===== src/psca_pkg.sv =====
// shared types, codes and reset values of the per-source credit admission unit
package psca_pkg;

  localparam int CFG_IDX_W    = 3;
  localparam int CFG_DATA_W   = 48;
  localparam int CTX_W        = 8;
  localparam int GBEAT_W      = 12;
  localparam int BURST_W      = 9;
  localparam int CTX_WORD_W   = 32;
  localparam int BEAT_WORD_W  = 48;
  localparam int SRC_IDX_W    = 2;

  localparam logic [CTX_W-1:0]       RST_CTX_CAP   = 8'd16;
  localparam logic [GBEAT_W-1:0]     RST_BEAT_CAP  = 12'd256;
  localparam logic [CTX_WORD_W-1:0]  RST_CTX_LIMS  = 32'h0404_0404;
  localparam logic [BEAT_WORD_W-1:0] RST_BEAT_LIMS = 48'h1001_0010_0100;

  typedef enum logic [1:0] {
    OP_QUERY   = 2'd0,
    OP_RESERVE = 2'd1,
    OP_RELEASE = 2'd2
  } psca_op_e;

  typedef enum logic [1:0] {
    ST_OK         = 2'd0,
    ST_REFUSED    = 2'd1,
    ST_UNDERFLOW  = 2'd2,
    ST_OVER_LIMIT = 2'd3
  } psca_status_e;

  typedef enum logic [CFG_IDX_W-1:0] {
    REG_WR_CTX_CAP  = 3'd0,
    REG_WR_BEAT_CAP = 3'd1,
    REG_RD_CTX_CAP  = 3'd2,
    REG_RD_BEAT_CAP = 3'd3,
    REG_WR_CTX_LIM  = 3'd4,
    REG_WR_BEAT_LIM = 3'd5,
    REG_RD_CTX_LIM  = 3'd6,
    REG_RD_BEAT_LIM = 3'd7
  } psca_reg_e;

  typedef struct packed {
    logic [1:0]           operation;
    logic                 is_read;
    logic [SRC_IDX_W-1:0] source_index;
    logic [BURST_W-1:0]   burst_beats;
  } psca_req_t;

  typedef struct packed {
    logic         granted;
    psca_status_e status;
  } psca_rsp_t;

  // counter update command from the decision logic
  typedef struct packed {
    logic                 do_reserve;
    logic                 do_release;
    logic                 is_read;
    logic [SRC_IDX_W-1:0] source;
    logic [BURST_W-1:0]   beats;
  } psca_upd_t;

endpackage


===== src/psca_cfg.sv =====
// configuration registers and per-source limit selection
module psca_cfg import psca_pkg::*; #(
  parameter int NUM_SOURCES = 4,
  parameter int BEAT_BITS   = 12
) (
  input  logic                  clk_i,
  input  logic                  rst_ni,
  input  logic                  cfg_we_i,
  input  logic [CFG_IDX_W-1:0]  cfg_idx_i,
  input  logic [CFG_DATA_W-1:0] cfg_data_i,
  input  logic                  is_read_i,
  input  logic [SRC_IDX_W-1:0]  source_i,
  output logic [CTX_W-1:0]      cap_ctx_o,
  output logic [GBEAT_W-1:0]    cap_beats_o,
  output logic [CTX_W-1:0]      lim_ctx_o,
  output logic [BEAT_BITS-1:0]  lim_beats_o
);

  logic [CTX_W-1:0]       wr_ctx_cap_q, rd_ctx_cap_q;
  logic [GBEAT_W-1:0]     wr_beat_cap_q, rd_beat_cap_q;
  logic [CTX_WORD_W-1:0]  wr_ctx_lim_q, rd_ctx_lim_q;
  logic [BEAT_WORD_W-1:0] wr_beat_lim_q, rd_beat_lim_q;

  logic [CTX_WORD_W-1:0]  ctx_word;
  logic [63:0]            beat_word;
  logic [CTX_W-1:0]       ctx_lim   [NUM_SOURCES];
  logic [BEAT_BITS-1:0]   beat_lim  [NUM_SOURCES];

  always_ff @(posedge clk_i or negedge rst_ni) begin
    if (!rst_ni) begin
      wr_ctx_cap_q  <= RST_CTX_CAP;
      wr_beat_cap_q <= RST_BEAT_CAP;
      rd_ctx_cap_q  <= RST_CTX_CAP;
      rd_beat_cap_q <= RST_BEAT_CAP;
      wr_ctx_lim_q  <= RST_CTX_LIMS;
      wr_beat_lim_q <= RST_BEAT_LIMS;
      rd_ctx_lim_q  <= RST_CTX_LIMS;
      rd_beat_lim_q <= RST_BEAT_LIMS;
    end else if (cfg_we_i) begin
      case (psca_reg_e'(cfg_idx_i))
        REG_WR_CTX_CAP:  wr_ctx_cap_q  <= cfg_data_i[CTX_W-1:0];
        REG_WR_BEAT_CAP: wr_beat_cap_q <= cfg_data_i[GBEAT_W-1:0];
        REG_RD_CTX_CAP:  rd_ctx_cap_q  <= cfg_data_i[CTX_W-1:0];
        REG_RD_BEAT_CAP: rd_beat_cap_q <= cfg_data_i[GBEAT_W-1:0];
        REG_WR_CTX_LIM:  wr_ctx_lim_q  <= cfg_data_i[CTX_WORD_W-1:0];
        REG_WR_BEAT_LIM: wr_beat_lim_q <= cfg_data_i[BEAT_WORD_W-1:0];
        REG_RD_CTX_LIM:  rd_ctx_lim_q  <= cfg_data_i[CTX_WORD_W-1:0];
        REG_RD_BEAT_LIM: rd_beat_lim_q <= cfg_data_i[BEAT_WORD_W-1:0];
        default: ;
      endcase
    end
  end

  assign cap_ctx_o   = is_read_i ? rd_ctx_cap_q  : wr_ctx_cap_q;
  assign cap_beats_o = is_read_i ? rd_beat_cap_q : wr_beat_cap_q;
  assign ctx_word    = is_read_i ? rd_ctx_lim_q  : wr_ctx_lim_q;
  assign beat_word   = {{(64-BEAT_WORD_W){1'b0}}, (is_read_i ? rd_beat_lim_q : wr_beat_lim_q)};

  // fields past the end of a packed word read as zero
  for (genvar i = 0; i < NUM_SOURCES; i++) begin : g_lim
    if (CTX_W * (i + 1) <= CTX_WORD_W) begin : g_ctx_in
      assign ctx_lim[i] = ctx_word[CTX_W*i +: CTX_W];
    end else begin : g_ctx_out
      assign ctx_lim[i] = '0;
    end
    if (BEAT_BITS * i < 64) begin : g_beat_in
      assign beat_lim[i] = BEAT_BITS'(beat_word >> (BEAT_BITS * i));
    end else begin : g_beat_out
      assign beat_lim[i] = '0;
    end
  end

  always_comb begin
    lim_ctx_o   = '0;
    lim_beats_o = '0;
    for (int i = 0; i < NUM_SOURCES; i++) begin
      if (32'(source_i) == i) begin
        lim_ctx_o   = ctx_lim[i];
        lim_beats_o = beat_lim[i];
      end
    end
  end

endmodule


===== src/psca_cnt.sv =====
// global and per-source context and beat counters
module psca_cnt import psca_pkg::*; #(
  parameter int NUM_SOURCES = 4,
  parameter int BEAT_BITS   = 12
) (
  input  logic                 clk_i,
  input  logic                 rst_ni,
  input  logic                 is_read_i,
  input  logic [SRC_IDX_W-1:0] source_i,
  input  psca_upd_t            upd_i,
  output logic [CTX_W-1:0]     g_ctx_o,
  output logic [GBEAT_W-1:0]   g_beats_o,
  output logic [CTX_W-1:0]     a_ctx_o,
  output logic [BEAT_BITS-1:0] a_beats_o
);

  logic [CTX_W-1:0]     tot_wr_ctx_q, tot_rd_ctx_q;
  logic [GBEAT_W-1:0]   tot_wr_beats_q, tot_rd_beats_q;
  logic [CTX_W-1:0]     src_wr_ctx_q   [NUM_SOURCES];
  logic [CTX_W-1:0]     src_rd_ctx_q   [NUM_SOURCES];
  logic [BEAT_BITS-1:0] src_wr_beats_q [NUM_SOURCES];
  logic [BEAT_BITS-1:0] src_rd_beats_q [NUM_SOURCES];

  logic [GBEAT_W-1:0]   g_delta;
  logic [BEAT_BITS-1:0] a_delta;

  assign g_delta = GBEAT_W'(upd_i.beats);
  assign a_delta = BEAT_BITS'(upd_i.beats);

  always_ff @(posedge clk_i or negedge rst_ni) begin
    if (!rst_ni) begin
      tot_wr_ctx_q   <= '0;
      tot_rd_ctx_q   <= '0;
      tot_wr_beats_q <= '0;
      tot_rd_beats_q <= '0;
      for (int i = 0; i < NUM_SOURCES; i++) begin
        src_wr_ctx_q[i]   <= '0;
        src_rd_ctx_q[i]   <= '0;
        src_wr_beats_q[i] <= '0;
        src_rd_beats_q[i] <= '0;
      end
    end else if (upd_i.do_reserve) begin
      if (upd_i.is_read) begin
        tot_rd_ctx_q   <= tot_rd_ctx_q + 8'd1;
        tot_rd_beats_q <= tot_rd_beats_q + g_delta;
      end else begin
        tot_wr_ctx_q   <= tot_wr_ctx_q + 8'd1;
        tot_wr_beats_q <= tot_wr_beats_q + g_delta;
      end
      for (int i = 0; i < NUM_SOURCES; i++) begin
        if (32'(upd_i.source) == i) begin
          if (upd_i.is_read) begin
            src_rd_ctx_q[i]   <= src_rd_ctx_q[i] + 8'd1;
            src_rd_beats_q[i] <= src_rd_beats_q[i] + a_delta;
          end else begin
            src_wr_ctx_q[i]   <= src_wr_ctx_q[i] + 8'd1;
            src_wr_beats_q[i] <= src_wr_beats_q[i] + a_delta;
          end
        end
      end
    end else if (upd_i.do_release) begin
      if (upd_i.is_read) begin
        tot_rd_ctx_q   <= tot_rd_ctx_q - 8'd1;
        tot_rd_beats_q <= tot_rd_beats_q - g_delta;
      end else begin
        tot_wr_ctx_q   <= tot_wr_ctx_q - 8'd1;
        tot_wr_beats_q <= tot_wr_beats_q - g_delta;
      end
      for (int i = 0; i < NUM_SOURCES; i++) begin
        if (32'(upd_i.source) == i) begin
          if (upd_i.is_read) begin
            src_rd_ctx_q[i]   <= src_rd_ctx_q[i] - 8'd1;
            src_rd_beats_q[i] <= src_rd_beats_q[i] - a_delta;
          end else begin
            src_wr_ctx_q[i]   <= src_wr_ctx_q[i] - 8'd1;
            src_wr_beats_q[i] <= src_wr_beats_q[i] - a_delta;
          end
        end
      end
    end
  end

  assign g_ctx_o   = is_read_i ? tot_rd_ctx_q   : tot_wr_ctx_q;
  assign g_beats_o = is_read_i ? tot_rd_beats_q : tot_wr_beats_q;

  always_comb begin
    a_ctx_o   = '0;
    a_beats_o = '0;
    for (int i = 0; i < NUM_SOURCES; i++) begin
      if (32'(source_i) == i) begin
        a_ctx_o   = is_read_i ? src_rd_ctx_q[i]   : src_wr_ctx_q[i];
        a_beats_o = is_read_i ? src_rd_beats_q[i] : src_wr_beats_q[i];
      end
    end
  end

endmodule


===== src/psca_dec.sv =====
// admission decision: capacity, limit and underflow checks
module psca_dec import psca_pkg::*; #(
  parameter int NUM_SOURCES = 4,
  parameter int BEAT_BITS   = 12
) (
  input  logic                 valid_i,
  input  psca_req_t            req_i,
  input  logic [CTX_W-1:0]     g_ctx_i,
  input  logic [GBEAT_W-1:0]   g_beats_i,
  input  logic [CTX_W-1:0]     a_ctx_i,
  input  logic [BEAT_BITS-1:0] a_beats_i,
  input  logic [CTX_W-1:0]     cap_ctx_i,
  input  logic [GBEAT_W-1:0]   cap_beats_i,
  input  logic [CTX_W-1:0]     lim_ctx_i,
  input  logic [BEAT_BITS-1:0] lim_beats_i,
  output psca_rsp_t            rsp_o,
  output psca_upd_t            upd_o
);

  logic                 op_ok;
  logic                 src_ok;
  logic [GBEAT_W:0]     g_sum;
  logic [BEAT_BITS:0]   a_sum;
  logic [GBEAT_W-1:0]   g_burst;
  logic [BEAT_BITS-1:0] a_burst;

  assign op_ok   = req_i.operation inside {OP_QUERY, OP_RESERVE, OP_RELEASE};
  assign src_ok  = 32'(req_i.source_index) < NUM_SOURCES;
  assign g_burst = GBEAT_W'(req_i.burst_beats);
  assign a_burst = BEAT_BITS'(req_i.burst_beats);
  // sums carry one extra bit so the capacity compare never wraps
  assign g_sum   = {1'b0, g_beats_i} + {1'b0, g_burst};
  assign a_sum   = {1'b0, a_beats_i} + {1'b0, a_burst};

  always_comb begin
    rsp_o.granted    = 1'b0;
    rsp_o.status     = ST_REFUSED;
    upd_o.do_reserve = 1'b0;
    upd_o.do_release = 1'b0;
    upd_o.is_read    = req_i.is_read;
    upd_o.source     = req_i.source_index;
    upd_o.beats      = req_i.burst_beats;
    if (op_ok && src_ok) begin
      if (req_i.operation == OP_RELEASE) begin
        if (a_ctx_i == '0 || g_ctx_i == '0 || a_beats_i < a_burst || g_beats_i < g_burst) begin
          rsp_o.status = ST_UNDERFLOW;
        end else begin
          rsp_o.granted    = 1'b1;
          rsp_o.status     = ST_OK;
          upd_o.do_release = valid_i;
        end
      end else if (g_ctx_i >= cap_ctx_i || g_sum > {1'b0, cap_beats_i}) begin
        rsp_o.status = ST_REFUSED;
      end else if (a_ctx_i > lim_ctx_i || a_beats_i > lim_beats_i) begin
        rsp_o.status = ST_OVER_LIMIT;
      end else if (a_ctx_i >= lim_ctx_i || a_sum > {1'b0, lim_beats_i}) begin
        rsp_o.status = ST_REFUSED;
      end else begin
        rsp_o.granted    = 1'b1;
        rsp_o.status     = ST_OK;
        upd_o.do_reserve = valid_i && (req_i.operation == OP_RESERVE);
      end
    end
  end

endmodule


===== src/per_source_credit_admission_unit.sv =====
// top level of the per-source credit admission unit
//
// requests enter on req_i and are transferred at a rising edge with start_i
// high and busy_o low; busy_o stays low, so a request can be given every cycle
// each request is an operation (query, reserve, release), a direction, a
// source and a burst beat count
// a request is held in an input register while the checks and counter updates
// run against the current counters; the counters and the result register load
// at the next edge, so a request sees the effect of the one before it
// the result appears on rsp_o with valid_o high for exactly one cycle, after
// the input register and the result register (throughput one per cycle)
// the receiver has no way to stall; a result not taken in its cycle is gone
// capacities and per-source limits are written through cfg_we_i, cfg_idx_i and
// cfg_data_i; the user must write them only while no request is in flight, as
// the block itself does not enforce this; reset clears all counters and
// pipeline valids and loads the default capacities and limits
module per_source_credit_admission_unit import psca_pkg::*; #(
  parameter int NUM_SOURCES = 4,
  parameter int BEAT_BITS   = 12
) (
  input  logic                  clk_i,
  input  logic                  rst_ni,
  input  logic                  start_i,
  output logic                  busy_o,
  input  psca_req_t             req_i,
  output logic                  valid_o,
  output psca_rsp_t             rsp_o,
  input  logic                  cfg_we_i,
  input  logic [CFG_IDX_W-1:0]  cfg_idx_i,
  input  logic [CFG_DATA_W-1:0] cfg_data_i
);

  logic                 req_valid_q;
  psca_req_t            req_q;
  logic                 rsp_valid_q;
  psca_rsp_t            rsp_q;

  logic [CTX_W-1:0]     cap_ctx, lim_ctx, g_ctx, a_ctx;
  logic [GBEAT_W-1:0]   cap_beats, g_beats;
  logic [BEAT_BITS-1:0] lim_beats, a_beats;
  psca_rsp_t            rsp_d;
  psca_upd_t            upd;

  assign busy_o = 1'b0;

  always_ff @(posedge clk_i or negedge rst_ni) begin
    if (!rst_ni) begin
      req_valid_q <= 1'b0;
      rsp_valid_q <= 1'b0;
    end else begin
      req_valid_q <= start_i && !busy_o;
      rsp_valid_q <= req_valid_q;
    end
  end

  always_ff @(posedge clk_i) begin
    if (start_i && !busy_o) begin
      req_q <= req_i;
    end
    if (req_valid_q) begin
      rsp_q <= rsp_d;
    end
  end

  psca_cfg #(
    .NUM_SOURCES(NUM_SOURCES),
    .BEAT_BITS  (BEAT_BITS)
  ) u_cfg (
    .clk_i      (clk_i),
    .rst_ni     (rst_ni),
    .cfg_we_i   (cfg_we_i),
    .cfg_idx_i  (cfg_idx_i),
    .cfg_data_i (cfg_data_i),
    .is_read_i  (req_q.is_read),
    .source_i   (req_q.source_index),
    .cap_ctx_o  (cap_ctx),
    .cap_beats_o(cap_beats),
    .lim_ctx_o  (lim_ctx),
    .lim_beats_o(lim_beats)
  );

  psca_cnt #(
    .NUM_SOURCES(NUM_SOURCES),
    .BEAT_BITS  (BEAT_BITS)
  ) u_cnt (
    .clk_i    (clk_i),
    .rst_ni   (rst_ni),
    .is_read_i(req_q.is_read),
    .source_i (req_q.source_index),
    .upd_i    (upd),
    .g_ctx_o  (g_ctx),
    .g_beats_o(g_beats),
    .a_ctx_o  (a_ctx),
    .a_beats_o(a_beats)
  );

  psca_dec #(
    .NUM_SOURCES(NUM_SOURCES),
    .BEAT_BITS  (BEAT_BITS)
  ) u_dec (
    .valid_i    (req_valid_q),
    .req_i      (req_q),
    .g_ctx_i    (g_ctx),
    .g_beats_i  (g_beats),
    .a_ctx_i    (a_ctx),
    .a_beats_i  (a_beats),
    .cap_ctx_i  (cap_ctx),
    .cap_beats_i(cap_beats),
    .lim_ctx_i  (lim_ctx),
    .lim_beats_i(lim_beats),
    .rsp_o      (rsp_d),
    .upd_o      (upd)
  );

  assign valid_o = rsp_valid_q;
  assign rsp_o   = rsp_q;

endmodule


===== config.mk =====
export PLATFORM = sky130hd
export DESIGN_NAME = per_source_credit_admission_unit
export DESIGN_NICKNAME = d
export VERILOG_FILES = /design/src/psca_pkg.sv /design/src/psca_cfg.sv /design/src/psca_cnt.sv /design/src/psca_dec.sv /design/src/per_source_credit_admission_unit.sv
export SDC_FILE = /design/constraint.sdc
export NUM_CORES = 1
export LEC_CHECK = 0
export BUFFER_PORTS_ARGS = -buffer_cell sky130_fd_sc_hd__buf_4
export CORE_MARGIN = 2
export CORE_UTILIZATION = 45
export CTS_BUF_LIST = sky130_fd_sc_hd__clkbuf_8 sky130_fd_sc_hd__clkbuf_16
export DETAILED_ROUTE_END_ITERATION = 8
export GPL_TIMING_DRIVEN = 0
export PLACE_DENSITY = 0.64
export SYNTH_ARGS = -nofsm -noshare
export SYNTH_HDL_FRONTEND = slang
export SYNTH_SLANG_ARGS = --single-unit

===== constraint.sdc =====
create_clock -name clk_i -period 11.6 [get_ports clk_i]
set_input_delay 1.16 -clock clk_i [delete_from_list [all_inputs] [get_ports clk_i]]
set_output_delay 1.16 -clock clk_i [all_outputs]
set_load 0.05 [all_outputs]

== Word-level counts from Yosys, hierarchy flattened ==
Index checks and enable logic that the tools add are counted.

* Bits in registers: 419
* Input bits: 69
* Output and inout bits: 5
* Logic and storage cells: 268

* $add $sub $neg: 42
* Magnitude comparators: 8
* Equality and inequality tests: 16
* Muxes and demuxes: 134
* Reduce and logical (&&, ||, !) cells: 32

{| class="wikitable"
|+ Operator list
! operator !! number
|-
| 12-bit 2-to-1 mux || 54
|-
| 8-bit 2-to-1 mux || 54
|-
| 48-bit 2-to-1 mux || 5
|-
| 32-bit 2-to-1 mux || 5
|-
| 12-bit by 9-bit adder with 12-bit output || 10
|-
| 12-bit by 9-bit subtractor with 12-bit output || 10
|-
| 8-bit by 1-bit adder with 8-bit output (second input constant) || 10
|-
| 8-bit by 1-bit subtractor with 8-bit output (second input constant) || 10
|-
| 4-bit AND reduction || 8
|-
| 12-bit by 9-bit adder with 13-bit output || 2
|-
| 13-bit by 12-bit > comparator with 1-bit output || 2
|-
| 12-bit by 9-bit < comparator with 1-bit output || 2
|-
| 8-bit greater-or-equal comparator || 2
|-
| 8-bit zero test || 2
|-
| 2-bit AND reduction || 8
|-
| 3-bit == test (second input constant) || 4
|-
| 12-bit > comparator || 1
|-
| 1-bit 2-to-1 mux || 11
|-
| 8-bit > comparator || 1
|-
| 2-bit 2-to-1 mux || 4
|-
| 2-bit != test (second input constant) || 4
|-
| 2-bit == test (second input constant) || 3
|-
| 3-bit by 2-bit == test with 1-bit output (second input constant) || 2
|-
| 1-bit logical OR || 6
|-
| other kinds (9) || 12
|}

== Logic depth before layout (Yosys ltp) ==
* Depth after elaboration: 15
* Mapped depth: 41
* Mapped depth without buffers: 32

== Cells and area by module ==
From an unflattened synthesis, not the netlist that was laid out.

* Cell total of the unflattened synthesis: 2722
* Area total of the unflattened synthesis: 28651.2 µm²

{| class="wikitable"
|+ By module, submodules not included
! module !! times used !! cells each !! area each (µm²) !! seq. area each (µm²)
|-
| psca_cnt || 1 || 1769 || 16270.6 || 5004.8
|-
| psca_cfg || 1 || 552 || 8989.9 || 5029.8
|-
| psca_dec || 1 || 380 || 2819.0 || 0.0
|-
| per_source_credit_admission_unit || 1 || 21 || 571.8 || 560.5
|}

== Worst setup path after synthesis ==
Ideal clock, no wire load.

* Kind: reg2reg
* Start point: register req_q[11] in the netlist's numbering
* End point: register u_cnt.src_rd_beats_q[46] in the netlist's numbering
* Library setup time: 0.125 ns
* Data arrival time: 10.503 ns
* Required time: 11.475 ns
* Slack: 0.972 ns
* Stages on the path, launching flop included: 40
* Buffers on the path: 8
* Period minus slack after synthesis: 10.628 ns
* Cell sequence: edfxtp_1 > buf_2 > buf_2 > buf_2 > buf_1 > buf_2 > buf_1 > mux2i_1 > inv_1 > ha_1 > fa_1 > nand2b_1 > a221oi_1 > or4_1 > a31oi_1 > nor2_1 > nor2_1 > nor2_1 > (+4 left out) > o2111ai_1 > o211ai_1 > nand4_1 > or2_2 > buf_2 > buf_2 > o21ai_0 > inv_1 > fa_1 > nor2b_1 > o21ai_0 > a21oi_1 > o21ai_0 > nand2b_1 > a31o_2 > mux2i_1 > nand3_1 > mux2_2

* Word-level cells in the longest chain between the ends: 15
* Elaborated cells on any way between the ends: 60

{| class="wikitable"
|+ Ends and longest elaborated chain
! item !! RTL line !! RTL
|-
| start, declared || per_source_credit_admission_unit.sv:34 || <nowiki>psca_req_t req_q;</nowiki>
|-
| start signal, assigned || per_source_credit_admission_unit.sv:58 || <nowiki>req_q <= req_i;</nowiki>
|-
| 12-bit 2-to-1 mux || psca_cnt.sv:92 || <nowiki>a_beats_o = is_read_i ? src_rd_beats_q[i] : src_wr_beats_q[i];</nowiki>
|-
| 12-bit 2-to-1 mux (4 in series) || psca_cnt.sv:90 || <nowiki>if (32'(source_i) == i) begin</nowiki>
|-
| 12-bit by 9-bit adder with 13-bit output || psca_dec.sv:33 || <nowiki>assign a_sum = {1'b0, a_beats_i} + {1'b0, a_burst};</nowiki>
|-
| 13-bit by 12-bit > comparator with 1-bit output || psca_dec.sv:56 || <nowiki>end else if (a_ctx_i >= lim_ctx_i || a_sum > {1'b0, lim_beats_i}) begin</nowiki>
|-
| 1-bit logical OR || psca_dec.sv:56 ||
|-
| 1-bit 2-to-1 mux || psca_dec.sv:56 ||
|-
| 1-bit 2-to-1 mux || psca_dec.sv:54 || <nowiki>end else if (a_ctx_i > lim_ctx_i || a_beats_i > lim_beats_i) begin</nowiki>
|-
| 1-bit 2-to-1 mux || psca_dec.sv:52 || <nowiki>end else if (g_ctx_i >= cap_ctx_i || g_sum > {1'b0, cap_beats_i}) begin</nowiki>
|-
| 1-bit 2-to-1 mux || psca_dec.sv:44 || <nowiki>if (req_i.operation == OP_RELEASE) begin</nowiki>
|-
| 2-bit 2-to-1 mux || psca_dec.sv:43 || <nowiki>if (op_ok && src_ok) begin</nowiki>
|-
| 2-bit != test (no line) / 2-bit nonzero test (equally long branches) || -- ||
|-
| 4-bit AND reduction (no line) || -- ||
|-
| end signal, assigned by index || psca_cnt.sv:54 || <nowiki>src_rd_beats_q[i] <= src_rd_beats_q[i] + a_delta;</nowiki>
|-
| end signal, assigned by index || psca_cnt.sv:73 || <nowiki>src_rd_beats_q[i] <= src_rd_beats_q[i] - a_delta;</nowiki>
|-
| end, declared || psca_cnt.sv:22 || <nowiki>logic [BEAT_BITS-1:0] src_rd_beats_q [NUM_SOURCES];</nowiki>
|}

Several ways; a longest one is shown, not always the timed one.
A chain may end at the register's enable or synchronous reset.

== Worst setup path in the final report ==
* Start point: register req_q[9] in the netlist's numbering
* End point: register u_cnt.src_rd_beats_q[10] in the netlist's numbering

* Word-level cells in the longest chain between the ends: 15
* Elaborated cells on any way between the ends: 44

{| class="wikitable"
|+ Ends and longest elaborated chain
! item !! RTL line
|-
| 2-bit zero test || psca_cfg.sv:77, psca_cnt.sv:90
|-
| 12-bit 2-to-1 mux (4 in series) || psca_cnt.sv:90
|-
| 12-bit by 9-bit adder with 13-bit output || psca_dec.sv:33
|-
| 13-bit by 12-bit > comparator with 1-bit output || psca_dec.sv:56
|-
| 1-bit logical OR || psca_dec.sv:56
|-
| 1-bit 2-to-1 mux || psca_dec.sv:56
|-
| 1-bit 2-to-1 mux || psca_dec.sv:54
|-
| 1-bit 2-to-1 mux || psca_dec.sv:52
|-
| 1-bit 2-to-1 mux || psca_dec.sv:44
|-
| 2-bit 2-to-1 mux || psca_dec.sv:43
|-
| 2-bit != test (no line) / 2-bit nonzero test (equally long branches) || --
|-
| 4-bit AND reduction (no line) || --
|}

Several ways; a longest one is shown, not always the timed one.

==> qor.csv <==
metric,value,unit
finClkSkew,0.0389,ns
clkSinkCount,419,
yosysUniqueCellTypes,67,
dpl.hpwl,56300,um
nFillCells,5180,
die_x,251,um
cp-start-kind,flop,
grt_max_degree,108,
gp_congestion,0.918,
cts_buffers,48,
post_cts_buffers,0,
fin_cells,3236,
clk_pin_slew,0.06,ns
post_drt_wl_per_cell,23.2,um
grt_pass1_wl,117000,um
io_buffers,70,
crit_required,12.09,ns
setup_ws,0.460,ns
wl_met2,35300,um
yosysWarningCount,0,
setup_viol,0,
htree_levels,2,
die_area,63100,um^2
p_sw,3.39,mW
avgSynthCellArea,12.0,um^2
hold_path.class,in2async,
final_cell_mix,"dfrtp_1, mux2_2, ha_1, a21oi_1, xnor2_1",
wirelength,75000,um
wl_met3,3720,um
power.leakage,14.2,nW
r2r_slack,0.46,ns
dp.cells,3152,
layout-drive-gt1-share,26.8,%
place_area,29200,um^2
synth_seq_area_share,38.5,%
route.detailed.drc,0,
status,completed,
drtAntennaViolNets,0,
synth_edf_count,17,
clkPwrFrac,18.2,%
critical_path_class,reg2reg,
pwr-share-seq,28.3,%
swShare,40.2,%
drt_iter0_markers,1310,
vias,19152,
r2r-start,req_q[9]$_DFFE_PP_,
fin_area,30900,um^2
timing_hold_violations_final,0,
grt_setup_unrepaired,no,
core_area,60400,um^2
final_common_cell,dfrtp_1,
synth_ff_type,dfrtp_1,
antenna_found_initial,2,
cts_hold_buf,0,
max_freq,89.8,MHz
critical_path.max_stage_delay,0.88,ns
synthCells,2294,
seqCellArea,10600,um^2
initial_core_util,45.6,%
timing.rr.end,u_cnt.src_rd_beats_q[10]$_DFFE_PN0P_,
clk_latency,0.63,ns
endpoint_kind,flop,
via_per_inst,5.92,
intPower,5.03,mW
synthesis.nets,2649,
crit_top_cell,a21oi_1,
grt-ovfl-total,0,
rows,90,
cts-root-buf,clkbuf_16,
die_y,251,um
track_usage,24.1,%
cts_tree,done,
path_max_fanout,59,
routed.top_layer,met5,
fin_crit,11.14,ns
multi_input_area,16400,um^2
tightestPinTransition,1.21,ns
syn-cell-area,27500,um^2
finalCritPeriodShare,96.0,%
grt_pass1_vias,20047,
pre_cts_slack,-0.714,ns
pin_count,74,
ir_drop,0.159,mV
syn2layout_area_growth,12.2,%
met1Wirelength,33600,um
r2r_cells,37,
combPwrFrac,53.5,%
diodes,0,
slew_viol_final,0,
dr.pass1.iters,5,
power_density,273,nW/um^2
post-route-util,51.1,%
synth-async-reset-ratio,95.9,%
yosys_register_bits,419,
crit_arrival,11.63,ns
drv_cap,0,
slew_headroom,18.6,%
cts_buffer_depth,3,
critPathSlowestCell,clkbuf_1,
final_nets,2774,
==> metrics by stage <==
| stage | TNS, ns | hold WS [ns] | power (mW) |
|---|---|---|---|
| final | 0 | 0.428 | 8.42 |
| after global routing | 0 | 0.437 | 9.06 |
| after CTS | 0 | 0.432 | 8.41 |
| after detailed placement | -16.57 | 0.467 | 6.84 |
| after global placement | -239.86 | 0.461 | 6.57 |
| after floorplan | 0 | 0.440 | 5.74 |
==> layer usage <==
metal	vias up	GRT usage [%]
met4	4	8.10
met5	-	0
met1	9803	32.8
met2	462	39.6
met3	127	3.34
li1	8756	-
==> cell families after synthesis <==
logic type      share of synthesized area, %
flops                                   38.5
simple gates                            5.14
buf+inv                                 2.21
xor+xnor                                6.75
other cells                           0.0136
fa+ha+maj                               13.6
mux                                     23.6
compound gates                          10.2
==> cell usage after synthesis, drive strengths merged (12+ instances only) <==
cell | count | share of area [%]
mux4 | 81 | 6.6
a21oi | 169 | 3.1
xnor2 | 157 | 5.0
dfrtp | 382 | 35
nand2 | 130 | 1.8
dfstp | 20 | 1.9
mux2 | 365 | 15
nor2 | 54 | 0.74
nor3 | 22 | 0.40
nor2b | 18 | 0.41
a21o | 93 | 2.5
buf | 54 | 1.0
and3 | 14 | 0.32
xor2 | 55 | 1.8
o21ai | 57 | 1.0
inv | 63 | 0.86
o21bai | 30 | 0.82
nand3 | 14 | 0.25
edfxtp | 17 | 1.9
a211oi | 18 | 0.56
mux2i | 55 | 2.0
ha | 264 | 12
clkbuf | 22 | 0.30
fa | 22 | 1.6
nand4 | 12 | 0.33
==> power by group through the flow <==
stage / registers, mW / logic [mW] / clock network [mW]
finish: 2.38 / 4.50 / 1.53
floorplan: 2.24 / 3.50 / 0
detailed placement: 2.40 / 4.44 / 0
global placement: 2.36 / 4.21 / 0
CTS: 2.37 / 4.48 / 1.56
global route: 2.44 / 5.00 / 1.63
==> what timing repair did <==
item / CTS / global route
setup endpoints to repair: 57 / 39
pin swaps: 0 / 0
resized for setup: 1 / 8
==> how the worst max path moves through the flow <==
stage | start | to | cells after the start
finish | req_q[9]$_DFFE_PP_ | u_cnt.src_rd_beats_q[10]$_DFFE_PN0P_ | 37
global route | req_q[9]$_DFFE_PP_ | u_cnt.src_rd_beats_q[10]$_DFFE_PN0P_ | 37
CTS | req_q[11]$_DFFE_PP_ | u_cnt.src_rd_beats_q[10]$_DFFE_PN0P_ | 41
detailed placement | req_q[11]$_DFFE_PP_ | u_cnt.src_rd_beats_q[10]$_DFFE_PN0P_ | 42
global placement | req_q[11]$_DFFE_PP_ | u_cnt.src_rd_beats_q[11]$_DFFE_PN0P_ | 38
floorplan | req_q[11]$_DFFE_PP_ | u_cnt.src_rd_beats_q[46]$_DFFE_PN0P_ | 39
==> worst max-delay path: cells and delay by family (launching register included) <==
kind / cells / cell delay, ns
buffers and inverters: 10 / 3.59
flip-flops: 1 / 0.34
AND/OR/NAND/NOR: 4 / 0.88
XOR/XNOR: 2 / 0.56
AO/OA/AOI/OAI: 14 / 3.10
adder cells (fa/ha/maj): 4 / 1.39
multiplexers: 3 / 1.08
==> flip-flops by register name, summed over array words and instances (netlist names), 14 cells and up <==
name,count
req_q,14
u_cfg.rd_beat_lim_q,48
u_cfg.rd_ctx_lim_q,32
u_cfg.wr_beat_lim_q,48
u_cfg.wr_ctx_lim_q,32
u_cnt.src_rd_beats_q,48
u_cnt.src_rd_ctx_q,32
u_cnt.src_wr_beats_q,48
u_cnt.src_wr_ctx_q,32
==> area by class of cell <==
class / instances / share of cell area [%]
buffer: 75 / 1.22
clock inverter: 27 / 0.831
timing repair buffer: 76 / 2.21
clock buffer: 58 / 4.34
tap: 782 / 3.17
inverter: 64 / 0.778
multi-input combinational: 1735 / 53.1
sequential: 419 / 34.3
No activity file was read; power rests on OpenSTA's default activity.
